File: config.mk
export PLATFORM = sky130hd
export DESIGN_NAME = quoted_argument_tokenizer_unit_flat
export DESIGN_NICKNAME = d
export VERILOG_FILES = /design/src/hdl/qat_pkg.sv /design/src/hdl/qat_if.sv /design/src/hdl/qat_front.sv /design/src/hdl/qat_queue.sv /design/src/hdl/qat_back.sv /design/src/hdl/quoted_argument_tokenizer_unit.sv /design/src/flat_wrapper.sv
export SDC_FILE = /design/constraint.sdc
export NUM_CORES = 1
export LEC_CHECK = 0
export BUFFER_PORTS_ARGS = -buffer_cell sky130_fd_sc_hd__buf_2
export CORE_UTILIZATION = 35
export DETAILED_ROUTE_END_ITERATION = 8
export GPL_TIMING_DRIVEN = 1
export PLACE_DENSITY_LB_ADDON = 0.3
export REMOVE_ABC_BUFFERS = 1
export SYNTH_ARGS = -nofsm -noshare
export SYNTH_HDL_FRONTEND = slang
export SYNTH_SLANG_ARGS = --single-unit
File: constraint.sdc
create_clock -name clk -period 5.7 [get_ports clk]
set_clock_uncertainty 0.15 [all_clocks]
set_input_delay 1.14 -clock clk [delete_from_list [all_inputs] [get_ports clk]]
set_output_delay 1.14 -clock clk [all_outputs]
set_load 0.005 [all_outputs]
File: src/hdl/qat_pkg.sv
`default_nettype none
package qat_pkg;

  // byte codes the tokenizer reacts to
  localparam logic [7:0] CH_BACKSLASH = 8'h5C;
  localparam logic [7:0] CH_DQUOTE    = 8'h22;
  localparam logic [7:0] CH_SQUOTE    = 8'h27;
  localparam logic [7:0] CH_SPACE     = 8'h20;
  localparam logic [7:0] CH_TAB       = 8'h09;
  localparam logic [7:0] CH_NUL       = 8'h00;

  // quote mode codes
  typedef logic [1:0] qmode_t;
  localparam qmode_t QM_NONE = 2'd0;
  localparam qmode_t QM_DQ   = 2'd1;
  localparam qmode_t QM_SQ   = 2'd2;

  // command queue between front and back
  localparam int QDEPTH = 4;
  localparam int QPTR_W = $clog2(QDEPTH);
  localparam int QCNT_W = $clog2(QDEPTH + 1);

  // one classified byte: which results it causes, in emission order
  typedef struct packed {
    logic [7:0] ch;      // byte to append when emit_ch
    logic       emit_bs; // literal backslash first
    logic       emit_ch; // the byte itself
    logic       emit_td; // token end
    logic       emit_mk; // bare end-of-input mark
    logic       fin;     // last byte of the string
  } cmd_t;

  // one result item
  typedef struct packed {
    logic [7:0] out_char;
    logic       char_valid;
    logic       token_done;
    logic       input_done;
    logic       run_last;
  } res_t;

endpackage
`default_nettype wire

File: src/hdl/qat_if.sv
`default_nettype none
interface qat_in_if;
  logic       valid;
  logic       ready;
  logic [7:0] in_char;
  logic       is_final;

  modport source (output valid, output in_char, output is_final, input ready);
  modport sink   (input valid, input in_char, input is_final, output ready);
endinterface

interface qat_out_if;
  logic       valid;
  logic       ready;
  logic [7:0] out_char;
  logic       char_valid;
  logic       token_done;
  logic       input_done;
  logic       run_last;

  modport source (output valid, output out_char, output char_valid, output token_done,
                  output input_done, output run_last, input ready);
  modport sink   (input valid, input out_char, input char_valid, input token_done,
                  input input_done, input run_last, output ready);
endinterface
`default_nettype wire

File: src/hdl/qat_front.sv
`default_nettype none
module qat_front import qat_pkg::*; (
  input  wire logic clk,
  input  wire logic rst,
  qat_in_if.sink    byte_in,
  output cmd_t      push_cmd,
  output logic      push,
  input  wire logic q_full
);

  qmode_t quote_mode, quote_mode_next;
  logic   token_open, token_open_next;
  logic   backslash_pending, backslash_pending_next;

  logic       accept;
  logic [7:0] c;
  logic       fin;
  logic [7:0] qbyte;
  logic       pend, esc;
  logic       bs_e, ch_e, td_e;

  assign byte_in.ready = !q_full;
  assign accept = byte_in.valid && byte_in.ready;
  assign c   = byte_in.in_char;
  assign fin = byte_in.is_final;

  always_comb begin
    qbyte = (quote_mode == QM_SQ) ? CH_SQUOTE : CH_DQUOTE;
    pend  = backslash_pending && (quote_mode != QM_NONE);
    esc   = pend && ((c == qbyte) || (c == CH_BACKSLASH));
    bs_e  = pend && !esc;
    quote_mode_next        = quote_mode;
    token_open_next        = token_open;
    backslash_pending_next = 1'b0;
    ch_e = 1'b0;
    td_e = 1'b0;
    if (esc) begin
      ch_e = 1'b1;
    end else if (quote_mode != QM_NONE) begin
      if (c == qbyte) begin
        quote_mode_next = QM_NONE;
      end else if ((c == CH_BACKSLASH) && !fin) begin
        backslash_pending_next = 1'b1;
      end else begin
        ch_e = 1'b1;
      end
    end else if ((c == CH_DQUOTE) || (c == CH_SQUOTE)) begin
      quote_mode_next = (c == CH_SQUOTE) ? QM_SQ : QM_DQ;
      token_open_next = 1'b1;
    end else if ((c == CH_SPACE) || (c == CH_TAB)) begin
      if (token_open) begin
        td_e            = 1'b1;
        token_open_next = 1'b0;
      end
    end else begin
      ch_e            = 1'b1;
      token_open_next = 1'b1;
    end
    // flush an open token on the last byte
    if (fin && token_open_next) begin
      td_e = 1'b1;
    end
    push_cmd.ch      = ch_e ? c : CH_NUL;
    push_cmd.emit_bs = bs_e;
    push_cmd.emit_ch = ch_e;
    push_cmd.emit_td = td_e;
    push_cmd.emit_mk = fin && !td_e;
    push_cmd.fin     = fin;
    push = accept && (bs_e || ch_e || td_e || fin);
  end

  always_ff @(posedge clk) begin
    if (rst) begin
      quote_mode        <= QM_NONE;
      token_open        <= 1'b0;
      backslash_pending <= 1'b0;
    end else if (accept) begin
      if (fin) begin
        quote_mode        <= QM_NONE;
        token_open        <= 1'b0;
        backslash_pending <= 1'b0;
      end else begin
        quote_mode        <= quote_mode_next;
        token_open        <= token_open_next;
        backslash_pending <= backslash_pending_next;
      end
    end
  end

  // an escape can only be pending inside a quoted span
  assert property (@(posedge clk) disable iff (rst)
    backslash_pending |-> (quote_mode != QM_NONE))
    else $error("backslash pending outside quotes");

endmodule
`default_nettype wire

File: src/hdl/qat_queue.sv
`default_nettype none
module qat_queue import qat_pkg::*; (
  input  wire logic clk,
  input  wire logic rst,
  input  wire cmd_t push_cmd,
  input  wire logic push,
  output logic      full,
  output cmd_t      head,
  output logic      empty,
  input  wire logic pop
);

  cmd_t              mem [QDEPTH];
  logic [QPTR_W-1:0] wr_ptr, rd_ptr;
  logic [QCNT_W-1:0] count;

  assign full  = (count == QCNT_W'(QDEPTH));
  assign empty = (count == '0);
  assign head  = mem[rd_ptr];

  always_ff @(posedge clk) begin
    if (push && !full) begin
      mem[wr_ptr] <= push_cmd;
    end
  end

  always_ff @(posedge clk) begin
    if (rst) begin
      wr_ptr <= '0;
      rd_ptr <= '0;
      count  <= '0;
    end else begin
      if (push && !full) begin
        wr_ptr <= wr_ptr + 1'b1;
      end
      if (pop && !empty) begin
        rd_ptr <= rd_ptr + 1'b1;
      end
      unique case ({push && !full, pop && !empty})
        2'b10:   count <= count + 1'b1;
        2'b01:   count <= count - 1'b1;
        default: count <= count;
      endcase
    end
  end

  assert property (@(posedge clk) disable iff (rst)
    (push && full) |=> (count == QCNT_W'(QDEPTH)))
    else $error("push into full queue changed fill level");

endmodule
`default_nettype wire

File: src/hdl/qat_back.sv
`default_nettype none
module qat_back import qat_pkg::*; (
  input  wire logic clk,
  input  wire logic rst,
  input  wire cmd_t head,
  input  wire logic q_empty,
  output logic      pop,
  qat_out_if.source result_out
);

  // pending results of the current command: {mark, token end, byte, backslash}
  logic [3:0] rem;
  logic [3:0] sel;
  logic [3:0] rem_after;
  logic [7:0] cur_ch;
  logic       cur_fin;
  logic       cur_valid;
  res_t       res, res_next;
  logic       out_valid;
  logic       out_free, advance, last, load;

  always_comb begin
    priority if (rem[0]) sel = 4'b0001;
    else if (rem[1])     sel = 4'b0010;
    else if (rem[2])     sel = 4'b0100;
    else                 sel = 4'b1000;
    rem_after = rem & ~sel;
    last      = (rem_after == 4'b0000);
    out_free  = !out_valid || result_out.ready;
    advance   = cur_valid && out_free;
    load      = !q_empty && (!cur_valid || (advance && last));
    pop       = load;

    res_next.out_char   = sel[0] ? CH_BACKSLASH : (sel[1] ? cur_ch : CH_NUL);
    res_next.char_valid = sel[0] || sel[1];
    res_next.token_done = sel[2];
    res_next.input_done = (sel[2] && cur_fin) || sel[3];
    res_next.run_last   = last;
  end

  always_ff @(posedge clk) begin
    if (rst) begin
      cur_valid <= 1'b0;
      out_valid <= 1'b0;
    end else begin
      if (advance) begin
        out_valid <= 1'b1;
      end else if (result_out.ready) begin
        out_valid <= 1'b0;
      end
      if (load) begin
        cur_valid <= 1'b1;
      end else if (advance && last) begin
        cur_valid <= 1'b0;
      end
    end
  end

  always_ff @(posedge clk) begin
    if (advance) begin
      res <= res_next;
    end
    if (load) begin
      rem     <= {head.emit_mk, head.emit_td, head.emit_ch, head.emit_bs};
      cur_ch  <= head.ch;
      cur_fin <= head.fin;
    end else if (advance) begin
      rem <= rem_after;
    end
  end

  assign result_out.valid      = out_valid;
  assign result_out.out_char   = res.out_char;
  assign result_out.char_valid = res.char_valid;
  assign result_out.token_done = res.token_done;
  assign result_out.input_done = res.input_done;
  assign result_out.run_last   = res.run_last;

  // every result is a byte, a token end or a bare mark, never two
  assert property (@(posedge clk) disable iff (rst)
    out_valid |-> $onehot({res.char_valid, res.token_done,
                           res.input_done && !res.token_done}))
    else $error("result is not exactly one kind");

  // end of input is always the last result of its byte
  assert property (@(posedge clk) disable iff (rst)
    (out_valid && res.input_done) |-> res.run_last)
    else $error("input_done without run_last");

  // a live command always has something left to emit
  assert property (@(posedge clk) disable iff (rst)
    cur_valid |-> (rem != 4'b0000))
    else $error("empty command held by sequencer");

endmodule
`default_nettype wire

File: src/hdl/quoted_argument_tokenizer_unit.sv
`default_nettype none
// channel     dir  payload                                          transfer
// byte_in     in   in_char[7:0], is_final                           valid & ready
// result_out  out  out_char[7:0], char_valid, token_done,           valid & ready
//                  input_done, run_last
//
// one byte per cycle is taken while the command queue has room
// a byte yields 0 to 3 results; the back end sends one result per cycle
// while result_out is not stalled
// first result of a byte passes through the queue, the sequencer and the output register
// rst is synchronous: clears quote state, queue pointers and output valid
// output stall fills the queue, then byte_in.ready drops; no transfer is lost
module quoted_argument_tokenizer_unit import qat_pkg::*; (
  input  wire logic clk,
  input  wire logic rst,
  qat_in_if.sink    byte_in,
  qat_out_if.source result_out
);

  // classified byte into the queue
  cmd_t push_cmd;
  logic push;
  logic q_full;

  // queue head into the result sequencer
  cmd_t head;
  logic q_empty;
  logic pop;

  // front: quote/escape tracking, decides which results a byte causes
  qat_front u_front (
    .clk      (clk),
    .rst      (rst),
    .byte_in  (byte_in),
    .push_cmd (push_cmd),
    .push     (push),
    .q_full   (q_full)
  );

  // short queue decoupling classification from result emission
  qat_queue u_queue (
    .clk      (clk),
    .rst      (rst),
    .push_cmd (push_cmd),
    .push     (push),
    .full     (q_full),
    .head     (head),
    .empty    (q_empty),
    .pop      (pop)
  );

  // back: unrolls each command into results behind an output register
  qat_back u_back (
    .clk        (clk),
    .rst        (rst),
    .head       (head),
    .q_empty    (q_empty),
    .pop        (pop),
    .result_out (result_out)
  );

endmodule
`default_nettype wire

File: src/flat_wrapper.sv
// flat-port wrapper written by rule: the top's interface ports become plain ports
module quoted_argument_tokenizer_unit_flat import qat_pkg::*;
  (clk, rst, byte_in_valid, byte_in_in_char, byte_in_is_final, byte_in_ready, result_out_valid, result_out_out_char, result_out_char_valid, result_out_token_done, result_out_input_done, result_out_run_last, result_out_ready);
  qat_in_if byte_in_i ();
  qat_out_if result_out_i ();
  input  wire logic clk;
  input  wire logic rst;
  input wire logic [$bits(byte_in_i.valid)-1:0] byte_in_valid;
  input wire logic [$bits(byte_in_i.in_char)-1:0] byte_in_in_char;
  input wire logic [$bits(byte_in_i.is_final)-1:0] byte_in_is_final;
  output wire logic [$bits(byte_in_i.ready)-1:0] byte_in_ready;
  output wire logic [$bits(result_out_i.valid)-1:0] result_out_valid;
  output wire logic [$bits(result_out_i.out_char)-1:0] result_out_out_char;
  output wire logic [$bits(result_out_i.char_valid)-1:0] result_out_char_valid;
  output wire logic [$bits(result_out_i.token_done)-1:0] result_out_token_done;
  output wire logic [$bits(result_out_i.input_done)-1:0] result_out_input_done;
  output wire logic [$bits(result_out_i.run_last)-1:0] result_out_run_last;
  input wire logic [$bits(result_out_i.ready)-1:0] result_out_ready;
  assign byte_in_i.valid = byte_in_valid;
  assign byte_in_i.in_char = byte_in_in_char;
  assign byte_in_i.is_final = byte_in_is_final;
  assign byte_in_ready = byte_in_i.ready;
  assign result_out_valid = result_out_i.valid;
  assign result_out_out_char = result_out_i.out_char;
  assign result_out_char_valid = result_out_i.char_valid;
  assign result_out_token_done = result_out_i.token_done;
  assign result_out_input_done = result_out_i.input_done;
  assign result_out_run_last = result_out_i.run_last;
  assign result_out_i.ready = result_out_ready;
  quoted_argument_tokenizer_unit u_core (.clk(clk), .rst(rst), .byte_in(byte_in_i), .result_out(result_out_i));
endmodule
==> flow_summary.yaml <==
power:
  netSwitchingFraction: 0.2844
  power_frac_clock: 0.226
  combinationalPowerShare: 0.218
  power.share.sequential: 0.556
  peak_vdd_ir_uv: 147.4
  p_leak_nw: 1.485
  p_per_area_nw_per_um2: 425.0
  cellInternalPower_w: 0.001314
  power_switching_w: 0.0005220
synthesis:
  synth_top_family_by_area: "simple AND/OR/NAND/NOR gates"
  syn-instance-count: 254
  number_of_enable_type_register_cells_in_the_synthesized_netlist: 77
  top_post_synthesis_cells_by_area: "edfxtp_1, dfxtp_1, mux4_2"
  postSynth.asyncResetShare: 0
  avgSynthCellArea_um2: 15.18
  yosys_warnings: 0
  synth-seq-area-share: 0.6777
  yosys-mux-area-fraction: 0.08504
  post_synth_xor_area_fraction: 0.01136
  synth-compound-area-share: 0.07790
  synth_seq_cells: 92
  syn-cell-area_um2: 3855
  post_synth_fa_ha_maj_area_fraction: 0.02402
  synth-main-ff-cell: "edfxtp_1"
  yosysUniqueCellTypes: 46
  area_share_of_the_leading_cell_type_in_the_synthesized_netlist: 0.5998
  synth_top_area_cell: "edfxtp_1"
  yosys.area_share.simple: 0.1052
setup_path:
  reg2reg_from: "u_core.u_back.rem[0]"
  worst_r2r_endpoint: "u_core.u_queue.count[2]"
  cp.arrival_ns: 3.71
  setup.worst_path.start: "byte_in_in_char[2]"
  rrSetupSlack_ns: 2.25
  worst_ep_required_time_ns: 5.83
  critical_path.startpoint_type: "input pin"
  cp_max_fo: 7
  timing.reg2reg.worst_path_depth: 10
  critical_path_class: "in2reg"
  critical_path.endpoint_type: "flip-flop"
clocking:
  post_cts_hold_buffer_count: 0
  cts.clk_slew.worst_paths_ns: 0.08
  cts-root-buf: "clkbuf_8"
  numClockSinks: 92
  numCtsBuffers: 9
  cts_max_path_buffers: 2
  cts.repair_timing.setup_buffer_count: 0
  post_cts.resized_instances: 0
  tritoncts: "yes"
  htree_levels: 3
  clk-insertion-delay-late_ns: 0.34
place:
  gp_congestion: 0.8170
  buffer_ports.inserted: 26
  post_detail_place_hpwl_um: 4186
final_layout:
  synthToLayoutAreaGrowth_pct: 12.04
  fin_nets: 303
  n_antenna_cell: 0
  layout-drive-gt1-share: 0.2388
floorplan:
  die_height_um: 107.0
  coreArea_um2: 10510
  start_util: 0.3668
  num_rows: 37
  die_x_um: 107.0
  boundaryPins: 27
  dieArea_um2: 11440
global_route:
  global_route_wire_length_before_repair_um: 9894
  grt-ovfl-total: 0
  via_count_of_the_first_global_routing_pass: 1954
  number_of_antenna_violations_at_the_first_check_in_global_routing: 0
  global_route.usage.total: 0.1146
  grt_max_degree: 17
sta:
  maxSlewHeadroom: 0.3951
  post-route-min-period_ns: 3.581
  report.final.setup_viol: 0
  tightestPinTransition_ns: 0.9061
  final_min_period_over_clock_period: 0.6282
  rsz0062_at_grt: "false"
  max_freq_mhz: 279.3
  hold_viol_final: 0
  timing.setup.tns_ns: 0
  slew_viol_final: 0
  final.hold.worst_slack_ns: 0.3573
routing:
  routed_wire_length_per_instance_um: 14.31
  drc: 0
  initialDrtViolationCount: 92
  totalWireLength_um: 6083
  post_drt_via_cell_ratio: 4.805
  via_count: 2042
  first_pass_iters: 4
  final_antenna_net_count: 0
min_path:
  timing.hold.worst_endpoint: "u_core.u_front.backslash_pending"
  min_path_type: "reg2reg"
  worstHoldPathCells: 2
  hold_path.startpoint: "u_core.u_front.backslash_pending"
job:
  maxCapViolations: 0
outcome:
  run_status: "finished clean"
[layout make-up]
type,instances,area [µm²]
clock buffers,9,123.9
clock inverters,7,67.56
fillers,966,6190
inverters,12,45.04
multi-input cells,143,1170
flip-flops and latches,92,2613
well taps,136,170.2
repair buffers,26,130.1
[cell usage in the layout, fill, tap and decap left out, types with 2 or more instances in the layout]
master / n
edfxtp_1: 77
buf_2: 26
nor2_1: 20
dfxtp_1: 15
mux4_2: 13
inv_1: 12
a21oi_1: 12
nand2_1: 11
clkbuf_8: 9
a21boi_0: 7
and2_1: 6
nand2b_1: 5
xor2_1: 5
o21ai_0: 5
nand3_1: 5
ha_1: 5
or3_1: 4
and2_2: 4
a21o_1: 4
o211ai_1: 3
nor2b_1: 3
or2_2: 3
nor3_1: 2
mux2i_1: 2
nand4b_1: 2
a22oi_1: 2
clkinv_4: 2
clkinv_1: 2
[power groups by stage]
stage / logic (W) / clock network (W) / registers (W)
6_report: 0.000401 / 0.000415 / 0.00102
3_3_place_gp: 0.000404 / 0 / 0.00103
3_5_place_dp: 0.000405 / 0 / 0.00104
4_1_cts: 0.000408 / 0.000427 / 0.00102
2_1_floorplan: 0.000295 / 0 / 0.00102
5_1_grt: 0.000460 / 0.000451 / 0.00104
[flip-flops by register name (all words and copies together) (netlist names), 2 cells and up, named ones only]
signal / cells
u_core.u_queue.count: 3
u_core.u_front.quote_mode: 2
u_core.u_back.result_out.out_char: 8
u_core.u_queue.mem: 52
u_core.u_back.rem: 4
u_core.u_back.cur_ch: 8
u_core.u_queue.wr_ptr: 2
u_core.u_queue.rd_ptr: 2
[worst max path at each step]
| stage | endpoint | slack [ns] |
|---|---|---|
| after CTS | u_core.u_queue.count[2] | 2.13 |
| after floorplan | u_core.u_queue.count[2] | 2.04 |
| after global placement | u_core.u_queue.count[2] | 1.81 |
| final | u_core.u_queue.count[2] | 2.12 |
| after detailed placement | u_core.u_queue.count[2] | 1.76 |
| after global routing | u_core.u_queue.count[2] | 1.95 |
[cell families (layout without fill, tap and decap cells)]
family | count (synthesis) | after routing
multiplexers | 16 | 16
buffers and inverters | 19 | 54
AO/OA/AOI/OAI | 42 | 42
adder cells (fa/ha/maj) | 7 | 7
XOR/XNOR | 5 | 5
flip-flops | 92 | 92
AND/OR/NAND/NOR | 73 | 73
[layer usage]
metal,global-route usage,wire [µm],vias up
met3,0.03647,204,2
met4,0.03523,30,0
li1,-,-,1018
met2,0.1770,2834,34
met1,0.1542,3013,988
met5,0,0,-
[cell usage after synthesis (all sizes together), types with 2 or more instances]
cell / number
edfxtp: 77
a21boi: 7
nand4b: 2
a211o: 2
xor2: 5
a22oi: 2
o211ai: 3
or3b: 2
nor2b: 3
or2: 3
nand3: 5
nor3: 3
o21ai: 7
mux2i: 2
inv: 12
clkbuf: 6
nor2: 20
or3: 5
and2: 10
nand2: 11
nand2b: 5
dfxtp: 15
ha: 5
a21o: 4
a21oi: 12
mux4: 13
a2111oi: 2
[per-stage QoR]
stage	worst slack [ns]	cell area (µm²)	power (W)	util	std cells
floorplan	2.040	3827	0.001311	-	247
global placement	1.807	4128	0.001438	0.3928	409
detailed placement	1.757	4128	0.001444	0.3928	409
CTS	2.126	4319	0.001859	0.4110	425
global route	1.950	4319	0.001955	0.4110	425
finish	2.119	4319	0.001836	0.4110	425
[worst max-delay path: stages]
cell,delay (ns)
buf_2,0.14
or4_1,0.48
a2111oi_2,0.36
a211o_2,0.18
a31oi_4,0.12
inv_1,0.08
ha_1,0.17
inv_1,0.06
fa_1,0.37
xor2_1,0.16
or3_1,0.30
a21oi_1,0.14
No activity file was read; power rests on OpenSTA's default activity.
